==> src/sv/pca_queue.sv <==
// Two-entry queue between front and back of polar_complex_alu.
// No dependencies.
module pca_queue #(
    parameter int W = 8
) (
    input  logic         i_clk,
    input  logic         i_rst_n,
    input  logic         i_valid,
    output logic         o_stall,
    input  logic [W-1:0] i_data,
    output logic         o_valid,
    input  logic         i_stall,
    output logic [W-1:0] o_data
);
    logic [W-1:0] r_mem [2];
    logic         r_wp, r_rp;
    logic [1:0]   r_cnt;
    logic         wr, rd;

    assign o_stall = (r_cnt == 2'd2);
    assign o_valid = (r_cnt != 2'd0);
    assign wr = i_valid && !o_stall;
    assign rd = o_valid && !i_stall;
    assign o_data = r_mem[r_rp];

    always_ff @(posedge i_clk) begin
        if (!i_rst_n) begin
            r_wp  <= 1'b0;
            r_rp  <= 1'b0;
            r_cnt <= 2'd0;
        end else begin
            if (wr) r_wp <= ~r_wp;
            if (rd) r_rp <= ~r_rp;
            r_cnt <= r_cnt + 2'(wr) - 2'(rd);
        end
        if (wr) r_mem[r_wp] <= i_data;
    end
endmodule

==> config.mk <==
export PLATFORM = sky130hd
export DESIGN_NAME = pca_queue
export DESIGN_NICKNAME = d
export VERILOG_FILES = /design/src/sv/pca_queue.sv
export SDC_FILE = /design/constraint.sdc
export NUM_CORES = 1
export LEC_CHECK = 0
export ABC_CLOCK_PERIOD_IN_PS = 4600
export BUFFER_PORTS_ARGS = -buffer_cell sky130_fd_sc_hd__buf_2
export CORE_MARGIN = 4
export CORE_UTILIZATION = 53
export DETAILED_ROUTE_END_ITERATION = 16
export PLACE_DENSITY = 0.81
export SYNTH_ARGS = -nofsm -noshare
export SYNTH_HDL_FRONTEND = slang
export SYNTH_SLANG_ARGS = --single-unit
==> constraint.sdc <==
create_clock -name i_clk -period 4.6 [get_ports i_clk]
set_input_delay 0.46 -clock i_clk [delete_from_list [all_inputs] [get_ports i_clk]]
set_output_delay 0.46 -clock i_clk [all_outputs]
set_load 0.01 [all_outputs]
After elaboration in Yosys (flattened, before gate mapping)

Memory sizes are Yosys's and may differ from the RTL's. A register that Yosys moved wholly into a read port is not among the register bits.
Index checks and enable logic that the tools add are counted.

Register bits: 4
Bits in writable memories: 16
Bits of input ports: 12
Memories kept: 1
Output and inout port bits: 10
Logic and storage cells: 18

Equality and inequality tests: 1
Bitwise operators: 2
Muxes and demuxes: 4
Reductions and logical operators: 5
Add/subtract/negate cells: 2

Memories:

| name  | words | bits a word | read ports | clocked after Yosys merged registers in | write ports | RTL line | text |
|---|---|---|---|---|---|---|---|
| r_mem | 2     | 8           | 1          | 1                                       | 1           | 15       | `logic [W-1:0] r_mem [2];` |

Operator list:

| cell                                        | number |
|---|---|
| two-way mux 1 bit                           | 4 |
| adder 2 x 1 -> 2 bit                        | 1 |
| equality test 2 bit (second input constant) | 1 |
| logical AND 1 bit                           | 2 |
| logical NOT 1 bit                           | 2 |
| inverter 1 bit                              | 2 |
| nonzero test 2 bit                          | 1 |
| subtractor 2 x 1 -> 2 bit                   | 1 |

Logic depth before layout (Yosys ltp)

Word-level depth: 5
Depth in mapped cells: 8
Mapped depth without buffers: 8

Worst setup path after synthesis

Ideal clock, no wire load.

Path type: flip-flop to flip-flop
From: reg r_cnt[1]
To: reg r_cnt[1]
Buffers on the path: 0
Setup slack: 2.970 ns
Arrival: 1.513 ns
Data required time: 4.484 ns
Setup time: 0.116 ns
Stages on the path, launching flop included: 9
Clock period less this slack: 1.630 ns
Cells stage by stage: dfxtp_1 > or2_4 > nor2b_4 > ha_1 > inv_1 > ha_1 > xor2_1 > xnor2_1 > nor2b_1

Elaborated cells between the ends (all ways): 7
Classes of those cells: add/sub (2); eq/ne (1); reduce/logical (4)

RTL lines:

| what                      | RTL line | text |
|---|---|---|
| start: declaration        | 17       | `logic [1:0] r_cnt;` |
| start signal: assignment  | 34       | `r_cnt <= r_cnt + 2'(wr) - 2'(rd);` |
| nonzero test 2 bit        | 21       | `assign o_valid = (r_cnt != 2'd0);` |
| named net o_valid         | 11       | `output logic o_valid,` |
| logical AND 1 bit         | 23       | `assign rd = o_valid && !i_stall;` |
| named net rd              | 18       | `logic wr, rd;` |
| subtractor 2 x 1 -> 2 bit | 34       |  |

The timed path passes the listed nets, and every way through them passes these cells.
A chain may end at the register's enable or synchronous reset.

==> run_results.csv <==
group,metric,value,unit
layout,fillCellCount,106,
sta,fin_crit_sh,39.29,%
setup_path,r2r_slack,2930,ps
floorplanning,pin_count,22,
layout,area_delta_synth_final,17.77,%
sta,fin_setup_tns,0,ps
synthesis,syn_area_per_cell,16.29,um2
cts,cts_resized,0,
cts,cts_hold_buf,0,
detailed_routing,drtPass1Iterations,3,
power,p_seq_share,52.6,%
sta,finClkSkew,4.552,ps
sta,setup_viol,0,
place,dpl_cell_area,950.9,um2
flow_run,cap_viol_max_count,0,
cts,clkSinkCount,21,
layout,num_antenna_cells,0,
cts,clkLatencyLatePin,300,ps
detailed_routing,vias,467,
min_path,min_from,"i_data[4]",
synthesis,yosysUniqueCellTypes,17,
grt,grt_pass1_wl,1773,um
setup_path,cp-end-kind,"output pin",
layout,fin_nets,90,
synthesis,ys_seq_area_share,69.88,%
min_path,min_path_type,"in2reg",
grt,grtUsageTotal,11.38,%
cts,cts_setup_buffers,0,
setup_path,cp.required,4140,ps
status,outcome,"complete, no violations",
synthesis,synth.top_cell.area_share,57.83,%
floorplanning,die_width,47.59,um
layout,finalInstanceArea,978.4,um2
detailed_routing,antenna_left,0,
detailed_routing,drt-total-wl,1210,um
floorplanning,core_area,0.001489,mm2
setup_path,arrival,1350,ps
detailed_routing,wl_per_cell,13.30,um
sta,final-max-slew-violation-count,0,
power,ir_worst_vdd,0.3003,mV
floorplanning,die_h,47.59,um
power,p_clk_share,17.3,%
synthesis,netlist_instances,51,
setup_path,crit_type,"reg2out",
cts,cts_inserted_buffers,3,
synthesis,synth_fp_nets,65,
setup_path,endpoint,"o_data[1]",
power,switching_share,28.25,%
setup_path,r2r_cells,8,
power,pwr_density_cell,505.4,mW/mm2
grt,grt_max_degree,13,
place,place.gp.congestion,0.6331,
setup_path,critPathLaunchType,"register",
cts,tritoncts,"yes",
place,dp_cells,87,
cts,root_buffer,"clkbuf_4",
detailed_routing,via_per_inst,5.132,
sta,fmaxAchievable,0.5533,GHz
sta,period_minus_slack,1807,ps
power,power,0.4945,mW
synthesis,ys_ff_latch,21,
power,internal-power,0.3548,mW
layout,drive_above_1_share,46.67,%
synthesis,yosysTopAreaCell,"edfxtp_1",
detailed_routing,drt_iter0_drc,5,
synthesis,synth_area_leaders,"edfxtp_1, dfxtp_1, mux2_2",
floorplanning,start_util,55.80,%
floorplanning,die-area,0.002265,mm2
grt,grt_pass1_vias,442,
grt,antenna_found_initial,0,
floorplanning,row_count,14,
place,io_buffers,21,
synthesis,yosysWarnings,0,
setup_path,critPathMaxFanout,8,
cts,clkTransAtPathRegs,110,ps
synthesis,syn-cell-area,830.8,um2
sta,worst_pin_slew,722.2,ps
sta,timing.slew.headroom,51.68,%
power,power_frac_comb,30.1,%
grt,overflow,0,
detailed_routing,drc,0,
power,p_leak,0.4128,nW
cts,clk_path_buf_depth,2,
sta,hold_violations,0,
sta,rsz0062_at_grt,"no",
cts,htreeDepth,1,
layout,finalNonFillerCells,91,
setup_path,r2r_end,"r_cnt[1]",
setup_path,r2r_start,"r_cnt[1]",
power,p_sw,0.1397,mW
## routing by layer
metal | routed length [um] | vias up | GRT usage (%)
met5 | 0 | - | 0
met4 | 11 | 0 | 4.839
met3 | 64 | 2 | 3.759
met2 | 667 | 13 | 21.12
met1 | 467 | 224 | 11.51
li1 | - | 228 | -
## cell families after synthesis
logic type,Yosys count,share of synthesized area [%]
xor+xnor,2,2.109
mux,11,14.46
flops,21,69.88
fa+ha+maj,2,3.012
buf+inv,3,1.506
simple gates,12,9.037
## cell usage after synthesis
cell type / count
edfxtp_1: 16
mux2_2: 8
dfxtp_1: 5
mux2i_1: 3
nand2_1: 3
nand2b_1: 3
ha_1: 2
inv_1: 2
and2_1: 1
and3_1: 1
buf_2: 1
nor2_1: 1
nor2b_1: 1
nor2b_4: 1
or2_4: 1
xnor2_1: 1
xor2_1: 1
## per-stage QoR
step / hold WS, ps / util, % / setup slack (ps)
2_1_floorplan: 451.6 / - / 2970
3_3_place_gp: 460.4 / 63.87 / 2959
3_5_place_dp: 472.8 / 63.87 / 2943
4_1_cts: 335.4 / 65.71 / 2753
5_1_grt: 327.5 / 65.71 / 2709
6_report: 340.0 / 65.71 / 2793
## critical path: stages, from the launching register on
cell	delay (ps)
dfxtp_1	540
mux2_2	380
buf_2	140
## layout by cell type (no fill, tap or decap), types with 2 or more instances in the layout
cell / synthesis / routed
mux2i_1: 3 / 3
mux2_2: 8 / 8
dfxtp_1: 5 / 5
edfxtp_1: 16 / 16
ha_1: 2 / 2
nand2_1: 3 / 3
buf_2: 1 / 21
nand2b_1: 3 / 3
clkbuf_4: 0 / 3
inv_1: 2 / 2
## flip-flops by register name, indices dropped and copies added, names as in the netlist, named ones only
| register | cells |
|---|---|
| r_mem | 16 |
| r_cnt | 2 |
| r_rp | 1 |
| r_wp | 1 |
## worst min path at each step
stage | slack, ps | cells after the start | endpoint
floorplan | 450 | 2 | register
global placement | 460 | 2 | register
detailed placement | 470 | 2 | register
CTS | 340 | 1 | r_mem[0][4]
global route | 330 | 1 | r_mem[1][1]
finish | 340 | 1 | r_mem[1][4]
## cell type report
class | instances | area [um2] | area share [%]
Sequential cell | 21 | 580.6 | 59.34
Tap cell | 16 | 20.02 | 2.046
Clock buffer | 3 | 22.52 | 2.302
Timing Repair Buffer | 21 | 105.1 | 10.74
Multi-Input combinational cell | 27 | 237.7 | 24.30
Inverter | 2 | 7.507 | 0.7673
Clock inverter | 1 | 5.005 | 0.5115
## power by group through the flow
stage | registers [mW] | clock network (mW) | logic, mW
global route | 0.264 | 0.0954 | 0.165
global placement | 0.263 | 0 | 0.148
floorplan | 0.254 | 0 | 0.116
detailed placement | 0.265 | 0 | 0.152
finish | 0.260 | 0.0855 | 0.149
CTS | 0.261 | 0.0884 | 0.152
Power figures use the tool's default switching activity.
