## config.mk

```make
export PLATFORM = sky130hd
export DESIGN_NAME = pca_front
export DESIGN_NICKNAME = d
export VERILOG_FILES = /design/src/sv/pca_pkg.sv /design/src/sv/pca_front.sv
export SDC_FILE = /design/constraint.sdc
export NUM_CORES = 1
export LEC_CHECK = 0
export ABC_AREA = 0
export BUFFER_PORTS_ARGS = -buffer_cell sky130_fd_sc_hd__clkbuf_2
export CORE_MARGIN = 2
export CORE_UTILIZATION = 35
export CTS_BUF_LIST = sky130_fd_sc_hd__clkbuf_8
export CTS_CLUSTER_SIZE = 12
export DETAILED_ROUTE_END_ITERATION = 16
export SYNTH_ARGS = -nofsm -noshare
export SYNTH_HDL_FRONTEND = slang
export SYNTH_SLANG_ARGS = --single-unit
```

## constraint.sdc

```tcl
create_clock -name i_clk -period 11.63 [get_ports i_clk]
set_clock_uncertainty 0.1 [all_clocks]
set_input_delay 2.326 -clock i_clk [delete_from_list [all_inputs] [get_ports i_clk]]
set_output_delay 2.326 -clock i_clk [all_outputs]
set_load 0.01 [all_outputs]
```

## src/sv/pca_pkg.sv

```systemverilog
// Package for polar_complex_alu: widths, commands, CORDIC angle table and
// shared constants. No dependencies.
package pca_pkg;

    localparam int DefStages   = 16;
    localparam int DefFracBits = 16;
    localparam int GuardBits   = 8;
    localparam int MaxStages   = 24;

    typedef enum logic [1:0] {
        CMD_MUL  = 2'd0,
        CMD_SUB  = 2'd1,
        CMD_RECT = 2'd2,
        CMD_NONE = 2'd3
    } t_cmd;

    localparam logic signed [35:0] PiQ32      = 36'sd13493037705;
    localparam logic signed [35:0] HalfPiQ32  = 36'sd6746518852;
    localparam logic [31:0]        GainInvQ32 = 32'd2608131496;

    function automatic logic signed [35:0] atan_q32(input int i);
        logic signed [35:0] r;
        unique case (i)
            0:  r = 36'sd3373259426;
            1:  r = 36'sd1991351318;
            2:  r = 36'sd1052175346;
            3:  r = 36'sd534100635;
            4:  r = 36'sd268086748;
            5:  r = 36'sd134174063;
            6:  r = 36'sd67103403;
            7:  r = 36'sd33553749;
            8:  r = 36'sd16777131;
            9:  r = 36'sd8388597;
            10: r = 36'sd4194303;
            11: r = 36'sd2097152;
            12: r = 36'sd1048576;
            13: r = 36'sd524288;
            14: r = 36'sd262144;
            15: r = 36'sd131072;
            16: r = 36'sd65536;
            17: r = 36'sd32768;
            18: r = 36'sd16384;
            19: r = 36'sd8192;
            20: r = 36'sd4096;
            21: r = 36'sd2048;
            22: r = 36'sd1024;
            23: r = 36'sd512;
            default: r = '0;
        endcase
        return r;
    endfunction

endpackage

```

## src/sv/pca_front.sv

```systemverilog
// Front end of polar_complex_alu: accepts a transfer, decodes the command,
// wraps angles to Q.32. Depends on pca_pkg.
module pca_front #(
    parameter int FRAC_BITS = pca_pkg::DefFracBits
) (
    input  logic                     i_clk,
    input  logic                     i_rst_n,
    input  logic                     i_valid,
    output logic                     o_stall,
    input  logic [1:0]               i_command,
    input  logic [FRAC_BITS+7:0]     i_radius_a,
    input  logic signed [FRAC_BITS+2:0] i_angle_a,
    input  logic [FRAC_BITS+7:0]     i_radius_b,
    input  logic signed [FRAC_BITS+2:0] i_angle_b,
    output logic                     o_valid,
    input  logic                     i_stall,
    output pca_pkg::t_cmd            o_cmd,
    output logic [FRAC_BITS+7:0]     o_ra,
    output logic [FRAC_BITS+7:0]     o_rb,
    output logic signed [35:0]       o_za,
    output logic signed [35:0]       o_zb
);
    localparam int Sh = 32 - FRAC_BITS;

    logic                   r_valid;
    pca_pkg::t_cmd          r_cmd;
    logic [FRAC_BITS+7:0]   r_ra, r_rb;
    logic signed [35:0]     r_za, r_zb;
    logic signed [35:0]     n_za, n_zb;

    function automatic logic signed [35:0] wrap(input logic signed [35:0] z);
        logic signed [35:0] w;
        w = z;
        if (w > pca_pkg::PiQ32) w = w - (pca_pkg::PiQ32 <<< 1);
        else if (w <= -pca_pkg::PiQ32) w = w + (pca_pkg::PiQ32 <<< 1);
        return w;
    endfunction

    assign n_za = wrap(36'(i_angle_a) <<< Sh);
    assign n_zb = wrap(36'(i_angle_b) <<< Sh);
    assign o_stall = r_valid && i_stall;

    always_ff @(posedge i_clk) begin
        if (!i_rst_n) begin
            r_valid <= 1'b0;
        end else if (!o_stall) begin
            r_valid <= i_valid;
        end
        if (!o_stall && i_valid) begin
            r_cmd <= pca_pkg::t_cmd'(i_command);
            r_ra  <= i_radius_a;
            r_rb  <= i_radius_b;
            r_za  <= n_za;
            r_zb  <= n_zb;
        end
    end

    assign o_valid = r_valid;
    assign o_cmd   = r_cmd;
    assign o_ra    = r_ra;
    assign o_rb    = r_rb;
    assign o_za    = r_za;
    assign o_zb    = r_zb;
endmodule

```

* After elaboration in Yosys (flattened, before gate mapping) *
Cells that the tools add are included.

word-level totals
  flip-flop bits (word level) = 123
  input bits = 92
  output and inout port bits = 124
  logic and storage cells = 21

cells by class
  add/subtract/negate cells = 4
  $lt $le $gt $ge = 4
  muxes and demuxes = 4
  reduce and logical (&&, ||, !) cells = 3

operator list
  kind                    number
  $mux 36                 4
  $add 35x36->36 const B  2
  $sub 35x36->36 const B  2
  $gt 35x35->1 const B    2
  $le 35x35->1 const B    2
  $logic_and 1x1->1       2
  $logic_not 1->1         1

* Depth between registers and ports, before layout *
Gate-level depths: netlist (run 1).

  depth after elaboration = 3
  depth in mapped cells = 9

* Worst setup path before layout (run 1) *
OpenSTA, ideal clock, no wires.

  path type = input to register
  from = input i_stall
  to = register r_cmd[0] (netlist: o_cmd[0]) (enable)
  library setup time = 0.562 ns
  arrival = 6.786 ns
  data required time = 10.968 ns
  setup slack = 4.181 ns
  cell stages on the path = 2
  path through = and2_1 > nor2b_1

on the way
  longest elaborated chain between the ends = 3

ends and longest elaborated chain
  what                  line             RTL
  start, declared       pca_front.sv:16  input logic i_stall,
  $logic_and 1x1->1     pca_front.sv:41  assign o_stall = r_valid && i_stall;
  $logic_not 1->1       pca_front.sv:49  if (!o_stall && i_valid) begin
  $logic_and 1x1->1     pca_front.sv:49
  end signal, assigned  pca_front.sv:50  r_cmd <= pca_pkg::t_cmd'(i_command);
  end, declared         pca_front.sv:26  pca_pkg::t_cmd r_cmd;

Every way passes these cells.
A chain may end at the register's enable or synchronous reset.

* Worst setup path after layout (run 1) *
  from = input i_stall
  to = output o_stall

on the way
  longest elaborated chain between the ends = 1

ends and longest elaborated chain
  what               line             RTL
  $logic_and 1x1->1  pca_front.sv:41
  end, declared      pca_front.sv:9   output logic o_stall,

Every way passes these cells.

==> reports/metrics.cfg, run 1 <==
[grt]
first_global_vias = 3400
grt.total_usage_pct = 15.7
grt_max_degree = 97
grt_pass1_wl_microns = 17600
overflow = 0
antenna_found_initial = 0

[route]
drt_iter0_markers = 363
avgRoutedWirePerCell_microns = 15.9
vias = 3641
via_per_inst = 4.97
drtAntennaViolNets = 0
remaining_drc_errors = 0
detail_route.first_pass.iterations = 5
routed_wirelength_microns = 11700

[timing]
setup_tns_ns = 0
max-slew-margin-rel_pct = 17.4
slew_violations = 0
hold_viol = 0
setup_viol = 0
grt_setup_unrepaired = false
timing.final.crit_share_pct = 44.6
fmax_mhz = 193
min_period_ns = 5.18
tightest_slew_ns = 1.23
worst_slack_ns = 6.45

[cells_and_area]
multi_input_area_sq_um = 1450
nFillCells = 1286
seq_area_sq_um = 2900
final_nets = 650
syn2layout_area_growth_pct = 25.4
drive_gt1_share_pct = 43.6
antenna_cells = 0

[yosys]
async_reset_ff_share_pct = 0
synth-xor-area-share_pct = 5.18
synthAdderAreaFrac_pct = 1.58
synthSimpleGateAreaFrac_pct = 10.9
synth-seq-area-share_pct = 61.3
synth_ff_type = edfxtp_1
synthCells = 379
yosysWarnings = 0
muxShareOfSynthArea_pct = 0.211
syn_area_per_cell_sq_um = 12.5
synth_area_sq_um = 4740
ys_ff_latch = 97
synth_edf_count = 96
synth_top_family_by_area = compound AO/OA/AOI/OAI gates
synth_compound_area_share_pct = 12.4
yosysUniqueCellTypes = 60

[clock_network]
root_buffer = clkbuf_8
cts.sinks = 97
tritoncts = done
clock_latency_ns = 0.36
cts_buffer_depth = 2
post_cts_buffers = 0
cts_buffers = 9
worst_setup_hold_path_clk_slew_ns = 0.09
cts_resized = 0
cts_hold_buf = 0
htreeDepth = 3

[job]
drv_cap = 0

[floorplan]
rows = 42
fp.dieH_microns = 120
ios = 216
coreArea_sq_um = 13200
die_area_sq_um = 14500
fp.dieW_microns = 120
initial_core_util_pct = 35.8

[critical_path]
crit_fanout = 3
cp_data_arrival_time_ns = 2.76
crit_buf_inv = 2
cpMostUsedCell = clkbuf_2
required_ns = 9.20
critPathKind = in -> out
cp-end-kind = output port
crit_path_max_incr_delay_ns = 0.20
critPathLaunchType = primary input
crit_chain = clkbuf_2 > and2_1 > clkbuf_2
crit_family = buffers and inverters
cpMaxStageDelayCell = and2_1

[power]
ir_drop_uv = 65.8
p_per_area_nw_per_um2 = 135
total_leakage_power_uw = 0.00253

[hold_path]
hold_path.class = reg -> reg

[place]
post-place-ws_ns = 6.44
globalplace.congestion = 0.794
place_hpwl_microns = 8610
portBuffers = 213

[status]
outcome = completed

layout make-up:
| type | count | share of cell area [%] |
|---|---|---|
| Clock inverter | 7 | 1.96 |
| Timing Repair Buffer | 215 | 18.2 |
| Clock buffer | 9 | 2.08 |
| Sequential cell | 97 | 48.8 |
| Inverter | 14 | 0.884 |
| Tap cell | 176 | 3.71 |
| Multi-Input combinational cell | 215 | 24.3 |
per-layer routing:
layer	wire (microns)	GRT usage, %	vias up	part of all wire [%]
li1	-	-	1738	-
met1	5170	21.2	1724	44
met2	5450	24.8	165	47
met3	825	2.83	14	7.1
met4	220	6.83	0	1.9
met5	0	0	-	0
registers in the layout (all words and copies together), names as in the netlist:
signal and cells:
o_cmd 2, o_zb 23, o_za 23, o_valid 1, o_ra 24, o_rb 24
power breakdown:
part           total [uW]  switching (uW)  internal [uW]
Sequential            420            7.27            413
Combinational         116            70.4           45.4
Clock                 264             121            143
Total                 800             198            602
cell families after synthesis:
group / after synthesis
flip-flops: 97
adder cells (fa/ha/maj): 6
AND/OR/NAND/NOR: 100
multiplexers: 1
XOR/XNOR: 28
other: 1
AO/OA/AOI/OAI: 78
buffers and inverters: 68
synthesized netlist by cell type, drive strengths merged, types with 6 or more instances:
cell type | count | area [sq um]
o21ai | 10 | 50.0
nor2 | 23 | 86.3
inv | 14 | 52.6
ha | 6 | 75.1
nand2 | 22 | 82.6
edfxtp | 96 | 2880
a21oi | 8 | 40.0
xor2 | 11 | 96.3
xnor2 | 17 | 149
nand3 | 10 | 50.1
a31oi | 7 | 43.8
clkbuf | 23 | 108
nand4 | 9 | 56.3
buf | 31 | 240
stage by stage:
| step | power [uW] | util, % | hold slack, ns | std cells | area [sq um] |
|---|---|---|---|---|---|
| after floorplan | 500 | - | 0.612 | 380 | 4740 |
| after detailed placement | 545 | 43.1 | 0.574 | 717 | 5700 |
| after global placement | 543 | 43.1 | 0.546 | 717 | 5700 |
| after CTS | 812 | 44.9 | 0.593 | 733 | 5940 |
| after global routing | 836 | 44.9 | 0.643 | 733 | 5940 |
| final | 800 | 44.9 | 0.581 | 733 | 5940 |
cell usage in the layout, fill, tap and decap left out, types with 6 or more instances in the layout:
| cell type | synthesis | routed |
|---|---|---|
| edfxtp_1 | 96 | 96 |
| clkbuf_8 | 2 | 9 |
| inv_1 | 13 | 14 |
| ha_1 | 6 | 6 |
| nand4_1 | 9 | 9 |
| xor2_1 | 11 | 11 |
| a31oi_1 | 7 | 7 |
| nand2_1 | 22 | 22 |
| o21ai_0 | 9 | 9 |
| xnor2_1 | 17 | 17 |
| nor2_1 | 23 | 23 |
| clkbuf_2 | 1 | 213 |
| a21oi_1 | 8 | 8 |
| nand3_1 | 10 | 10 |
worst min-delay path, cell delays in order (launching register included):
cell and delay (ns):
dfxtp_1 0.33, and2_1 0.20, o21a_1 0.12
path summary, 6_finish.rpt:
path                                      startpoint                    to  slack, ns  cells past startpoint
worst min-delay path            o_valid$_SDFFE_PN0N_  o_valid$_SDFFE_PN0N_       0.58                      2
worst max-delay path                         i_stall               o_stall       6.45                      3
worst max register to register  o_valid$_SDFFE_PN0N_    o_za[27]$_DFFE_PP_       9.59                      3
worst min register to register  o_valid$_SDFFE_PN0N_  o_valid$_SDFFE_PN0N_       0.58                      2
No activity file was read; power rests on OpenSTA's default activity.
==> run 2, diff against run 1 <==
clock period = 4.8 ns   (was 11.63 ns; I/O delays follow)
==> run 2 against run 1 <==
Core utilization is 0.14 points lower. Sequential cell count unchanged. Largest power group unchanged. First-iteration DRC count decreased by 30%.
==> reports/metrics.cfg, run 2 (synthesis results as in run 1) <==
[grt]
antenna_found_initial = 0
grt_pass1_wl_microns = 17500
overflow = 0
grt.total_usage_pct = 15.5
grt_max_degree = 52
first_global_vias = 3277

[timing]
grt_setup_unrepaired = false
fmax_mhz = 319
max-slew-margin-rel_pct = 15.0
hold_viol = 0
tightest_slew_ns = 1.27
timing.final.crit_share_pct = 65.4
setup_viol = 0
worst_slack_ns = 1.66
setup_tns_ns = 0
min_period_ns = 3.14
slew_violations = 0

[status]
outcome = completed

[critical_path]
reg2reg_slack_ns = 2.76
cp-end-kind = register
required_ns = 4.80
cp_data_arrival_time_ns = 3.14
critPathKind = in -> reg
crit_fanout = 16
critPathLaunchType = primary input

[floorplan]
fp.dieH_microns = 120
coreArea_sq_um = 13200
die_area_sq_um = 14500
fp.dieW_microns = 120
initial_core_util_pct = 35.8
rows = 42
ios = 216

[clock_network]
post_cts_buffers = 0
worst_setup_hold_path_clk_slew_ns = 0.10
cts_hold_buf = 0
clock_latency_ns = 0.36
tritoncts = done
cts.sinks = 97
cts_resized = 0
cts_buffer_depth = 2
root_buffer = clkbuf_8
cts_buffers = 9
htreeDepth = 3

[route]
via_per_inst = 4.98
vias = 3652
drtAntennaViolNets = 0
avgRoutedWirePerCell_microns = 16.1
routed_wirelength_microns = 11800
detail_route.first_pass.iterations = 5
drt_iter0_markers = 255
remaining_drc_errors = 0

[cells_and_area]
drive_gt1_share_pct = 43.7
fin_cells = 734
final_cell_mix = 213 x clkbuf_2, 96 x edfxtp_1, 23 x nor2_1
syn2layout_area_growth_pct = 25.0
final_nets = 651
layout_commonest_cell = clkbuf_2
antenna_cells = 0

[power]
p_int_uw = 1360
clockPowerShare_pct = 29.4
share_comb_of_total_power_pct = 15.5
total_leakage_power_uw = 0.00251
power_frac_seq_pct = 55.1
p_sw_uw = 488
p_per_area_nw_per_um2 = 311
ir_drop_uv = 90.3
swShare_pct = 26.4

[place]
place_hpwl_microns = 9020
post-place-ws_ns = 1.30
globalplace.congestion = 0.908
dp.cells = 718
portBuffers = 213

[hold_path]
hold_path.class = reg -> reg

[job]
drv_cap = 0

-- run 2: worst paths after layout --
| kind | startpoint | endpoint | cells after the start |
|---|---|---|---|
| worst max-delay path | i_angle_b[1] | o_zb[20]$_DFFE_PP_ | 8 |
| worst min-delay path | o_valid$_SDFFE_PN0N_ | o_valid$_SDFFE_PN0N_ | 2 |
| worst max register to register | o_valid$_SDFFE_PN0N_ | o_za[24]$_DFFE_PP_ | 3 |
| worst min register to register | o_valid$_SDFFE_PN0N_ | o_valid$_SDFFE_PN0N_ | 2 |
-- run 2: metal layers --
layer | global-route usage [%] | routed length, microns | share of wire (%)
met2 | 23.5 | 5480 | 46
met5 | 0 | 0 | 0
met4 | 6.47 | 218 | 1.8
met3 | 3.11 | 935 | 7.9
met1 | 21.8 | 5170 | 44
-- run 2: layout make-up --
class                      count  area (sq um)
clock inverter                 7          77.6
clock buffer                   9           124
fill                        1291          7320
multi-input combinational    215          1450
tap                          176           220
inverter                      14          52.6
timing repair buffer         216          1100
sequential                    97          2900
-- run 2: worst max-delay path, stage by stage --
cell,delay [ns]
clkbuf_2,0.13
inv_1,0.08
ha_1,0.23
or3b_2,0.20
o211ai_1,0.09
o21ai_1,0.99
o32ai_1,0.26
xor2_1,0.20
-- run 2: stage by stage --
stage                     util, %  total power (uW)  instance area (sq um)  hold WS (ns)
final                        44.7              1850                   5920         0.603
after global routing         44.7              1930                   5920         0.634
after CTS                    44.7              1870                   5920         0.608
after detailed placement     43.2              1320                   5720         0.584
after global placement       43.2              1320                   5720         0.551
after floorplan                 -              1210                   4740         0.629
-- run 2: power groups by stage --
stage | registers (uW) | clock network, uW | logic, uW
6_report | 1020 | 542 | 286
5_1_grt | 1020 | 595 | 312
4_1_cts | 1020 | 562 | 288
3_5_place_dp | 1040 | 0 | 287
3_3_place_gp | 1040 | 0 | 284
2_1_floorplan | 1070 | 0 | 139
==> run 3, diff against run 2 <==
ABC_AREA = 1   (was 0)
clock period = 2.8 ns   (was 4.8 ns; I/O delays follow)
==> run 3 against run 2 <==
Total power is 82% higher. Final area is 18% higher. Worst hold slack worse by 0.36 ns. Global-route usage is 2.1 points higher. Register-to-register slack worse by 1.5 ns. Core utilization is 0.80 points lower. Die area is 20% higher. Sequential cell count stayed put. Wire length is 30% higher. Combinational power is 140% higher. Final cell count is 48% higher. Largest power group unchanged.
==> reports/metrics.cfg, run 3 <==
[place]
portBuffers = 213
post-place-ws_ns = 0.219
place_hpwl_microns = 11700
dpl-instance-area_sq_um = 6810
globalplace.congestion = 0.888

[cells_and_area]
syn2layout_area_growth_pct = 22.1
finalInstanceArea_sq_um = 7010
final_util_pct = 43.9
drive_gt1_share_pct = 30.1
antenna_cells = 0
final_nets = 964
layout_commonest_cell = nand2_1
final_cell_mix = 234 x nand2_1, 213 x clkbuf_2, 96 x edfxtp_1

[clock_network]
htreeDepth = 3
post_cts_buffers = 0
cts_hold_buf = 0
cts_buffers = 9
worst_setup_hold_path_clk_slew_ns = 0.11
cts_resized = 0
cts_buffer_depth = 2
root_buffer = clkbuf_8
tritoncts = done
cts.sinks = 97
clock_latency_ns = 0.37

[route]
drtAntennaViolNets = 0
routed_wirelength_microns = 15400
via_per_inst = 4.70
avgRoutedWirePerCell_microns = 14.2
remaining_drc_errors = 0
vias = 5112
detail_route.first_pass.iterations = 6
drt_iter0_markers = 324

[floorplan]
coreArea_sq_um = 15900
die_area_sq_um = 17400
ios = 216
initial_core_util_pct = 36.0
fp.dieH_microns = 132
rows = 46
fp.dieW_microns = 132

[critical_path]
cp-end-kind = register
required_ns = 2.85
regToRegStartpoint = o_valid$_SDFFE_PN0N_
crit_fanout = 14
critPathLaunchType = primary input
startpoint = i_angle_a[1]
cp_data_arrival_time_ns = 2.24
critPathKind = in -> reg

[yosys]
synth_edf_count = 96
async_reset_ff_share_pct = 0
synth_ff_type = edfxtp_1
synth_area_sq_um = 5740
synth_area_leaders = edfxtp_1 50%, nand2_1 15%, nand3_1 6.5%
synth_top_cells_by_count = 234 x nand2_1, 96 x edfxtp_1, 74 x nand3_1
yosysMostFrequentCell = nand2_1
ys_ff_latch = 97
synth_top_area_share_pct = 50.3
syn_area_per_cell_sq_um = 8.40
yosysWarnings = 0
synthCells = 683
synth_top_area_cell = edfxtp_1
synth-seq-area-share_pct = 50.6
yosysUniqueCellTypes = 34

[status]
outcome = completed

[grt]
grt_pass1_wl_microns = 24600
first_global_vias = 4666
grt.total_usage_pct = 17.6
overflow = 0
antenna_found_initial = 0
grt_max_degree = 57

[timing]
timing.final.crit_share_pct = 78.2
worst_hold_slack_ns = 0.242
min_period_ns = 2.19
slew_violations = 0
setup_viol = 0
max-slew-margin-rel_pct = 59.9
setup_tns_ns = 0
tightest_slew_ns = 0.602
hold_viol = 0
grt_setup_unrepaired = false
fmax_mhz = 457
worst_slack_ns = 0.612

[hold_path]
hold_path.class = in -> reg
min_from = i_radius_a[1]

[power]
p_per_area_nw_per_um2 = 480
ir_drop_uv = 195
total_leakage_power_uw = 0.00343

[job]
drv_cap = 0

==> run 3: cell count changes after synthesis, sizes merged, moves of 13 or more <==
cell,change
buf,+21
inv,+48
xnor2,-16
nand3,+66
clkbuf,-22
nand2,+215
nor2,+34
o21ai,+13
==> run 3: final cells by class <==
| class | instances | area (sq um) |
|---|---|---|
| timing repair buffer | 224 | 1160 |
| tap | 216 | 270 |
| multi-input combinational | 472 | 2240 |
| sequential | 97 | 2900 |
| clock inverter | 7 | 72.6 |
| clock buffer | 9 | 124 |
| fill | 1657 | 8940 |
| inverter | 62 | 233 |
==> run 3: routing by layer <==
layer,vias up,GRT usage [%],routed length (microns)
met3,15,3.38,1190
li1,2583,-,-
met4,0,5.92,230
met1,2329,24.4,7010
met5,-,0,0
met2,185,27.8,6970
==> run 3: path summary, 6_finish.rpt <==
path                                        endpoint  slack (ns)  cells past startpoint
worst min register to register  o_valid$_SDFFE_PN0N_        0.42                      2
worst max-delay path              o_za[19]$_DFFE_PP_        0.61                     14
worst max register to register    o_za[17]$_DFFE_PP_        1.26                      4
worst min-delay path               o_ra[1]$_DFFE_PP_        0.24                      1
==> run 3: logic make-up after synthesis <==
family          synth area share, %
simple gates                   30.3
buf+inv                        10.5
flops                          50.6
compound gates                 3.97
xor+xnor                       3.21
fa+ha+maj                      1.31
other cells                  0.0654
==> run 3: power by group <==
part	switching (uW)	leakage, uW	total [uW]	internal [uW]
Sequential	33.0	0.000940	1760	1730
Clock	570	0.0000966	919	349
Combinational	440	0.00239	687	247
==> run 3: stage by stage <==
step	cells	power [uW]
floorplan	684	2230
global placement	1071	2480
detailed placement	1071	2480
CTS	1087	3410
global route	1087	3560
finish	1087	3370
==> run 3: critical path, cell delays in order <==
cell,delay (ns)
clkbuf_2,0.11
inv_1,0.11
ha_1,0.19
inv_1,0.06
nor2_1,0.12
nand3_1,0.09
nand2_1,0.09
nand2_1,0.06
nand2_1,0.14
nand3_2,0.29
nand2_1,0.23
inv_1,0.07
nand2_1,0.06
nand2_1,0.06
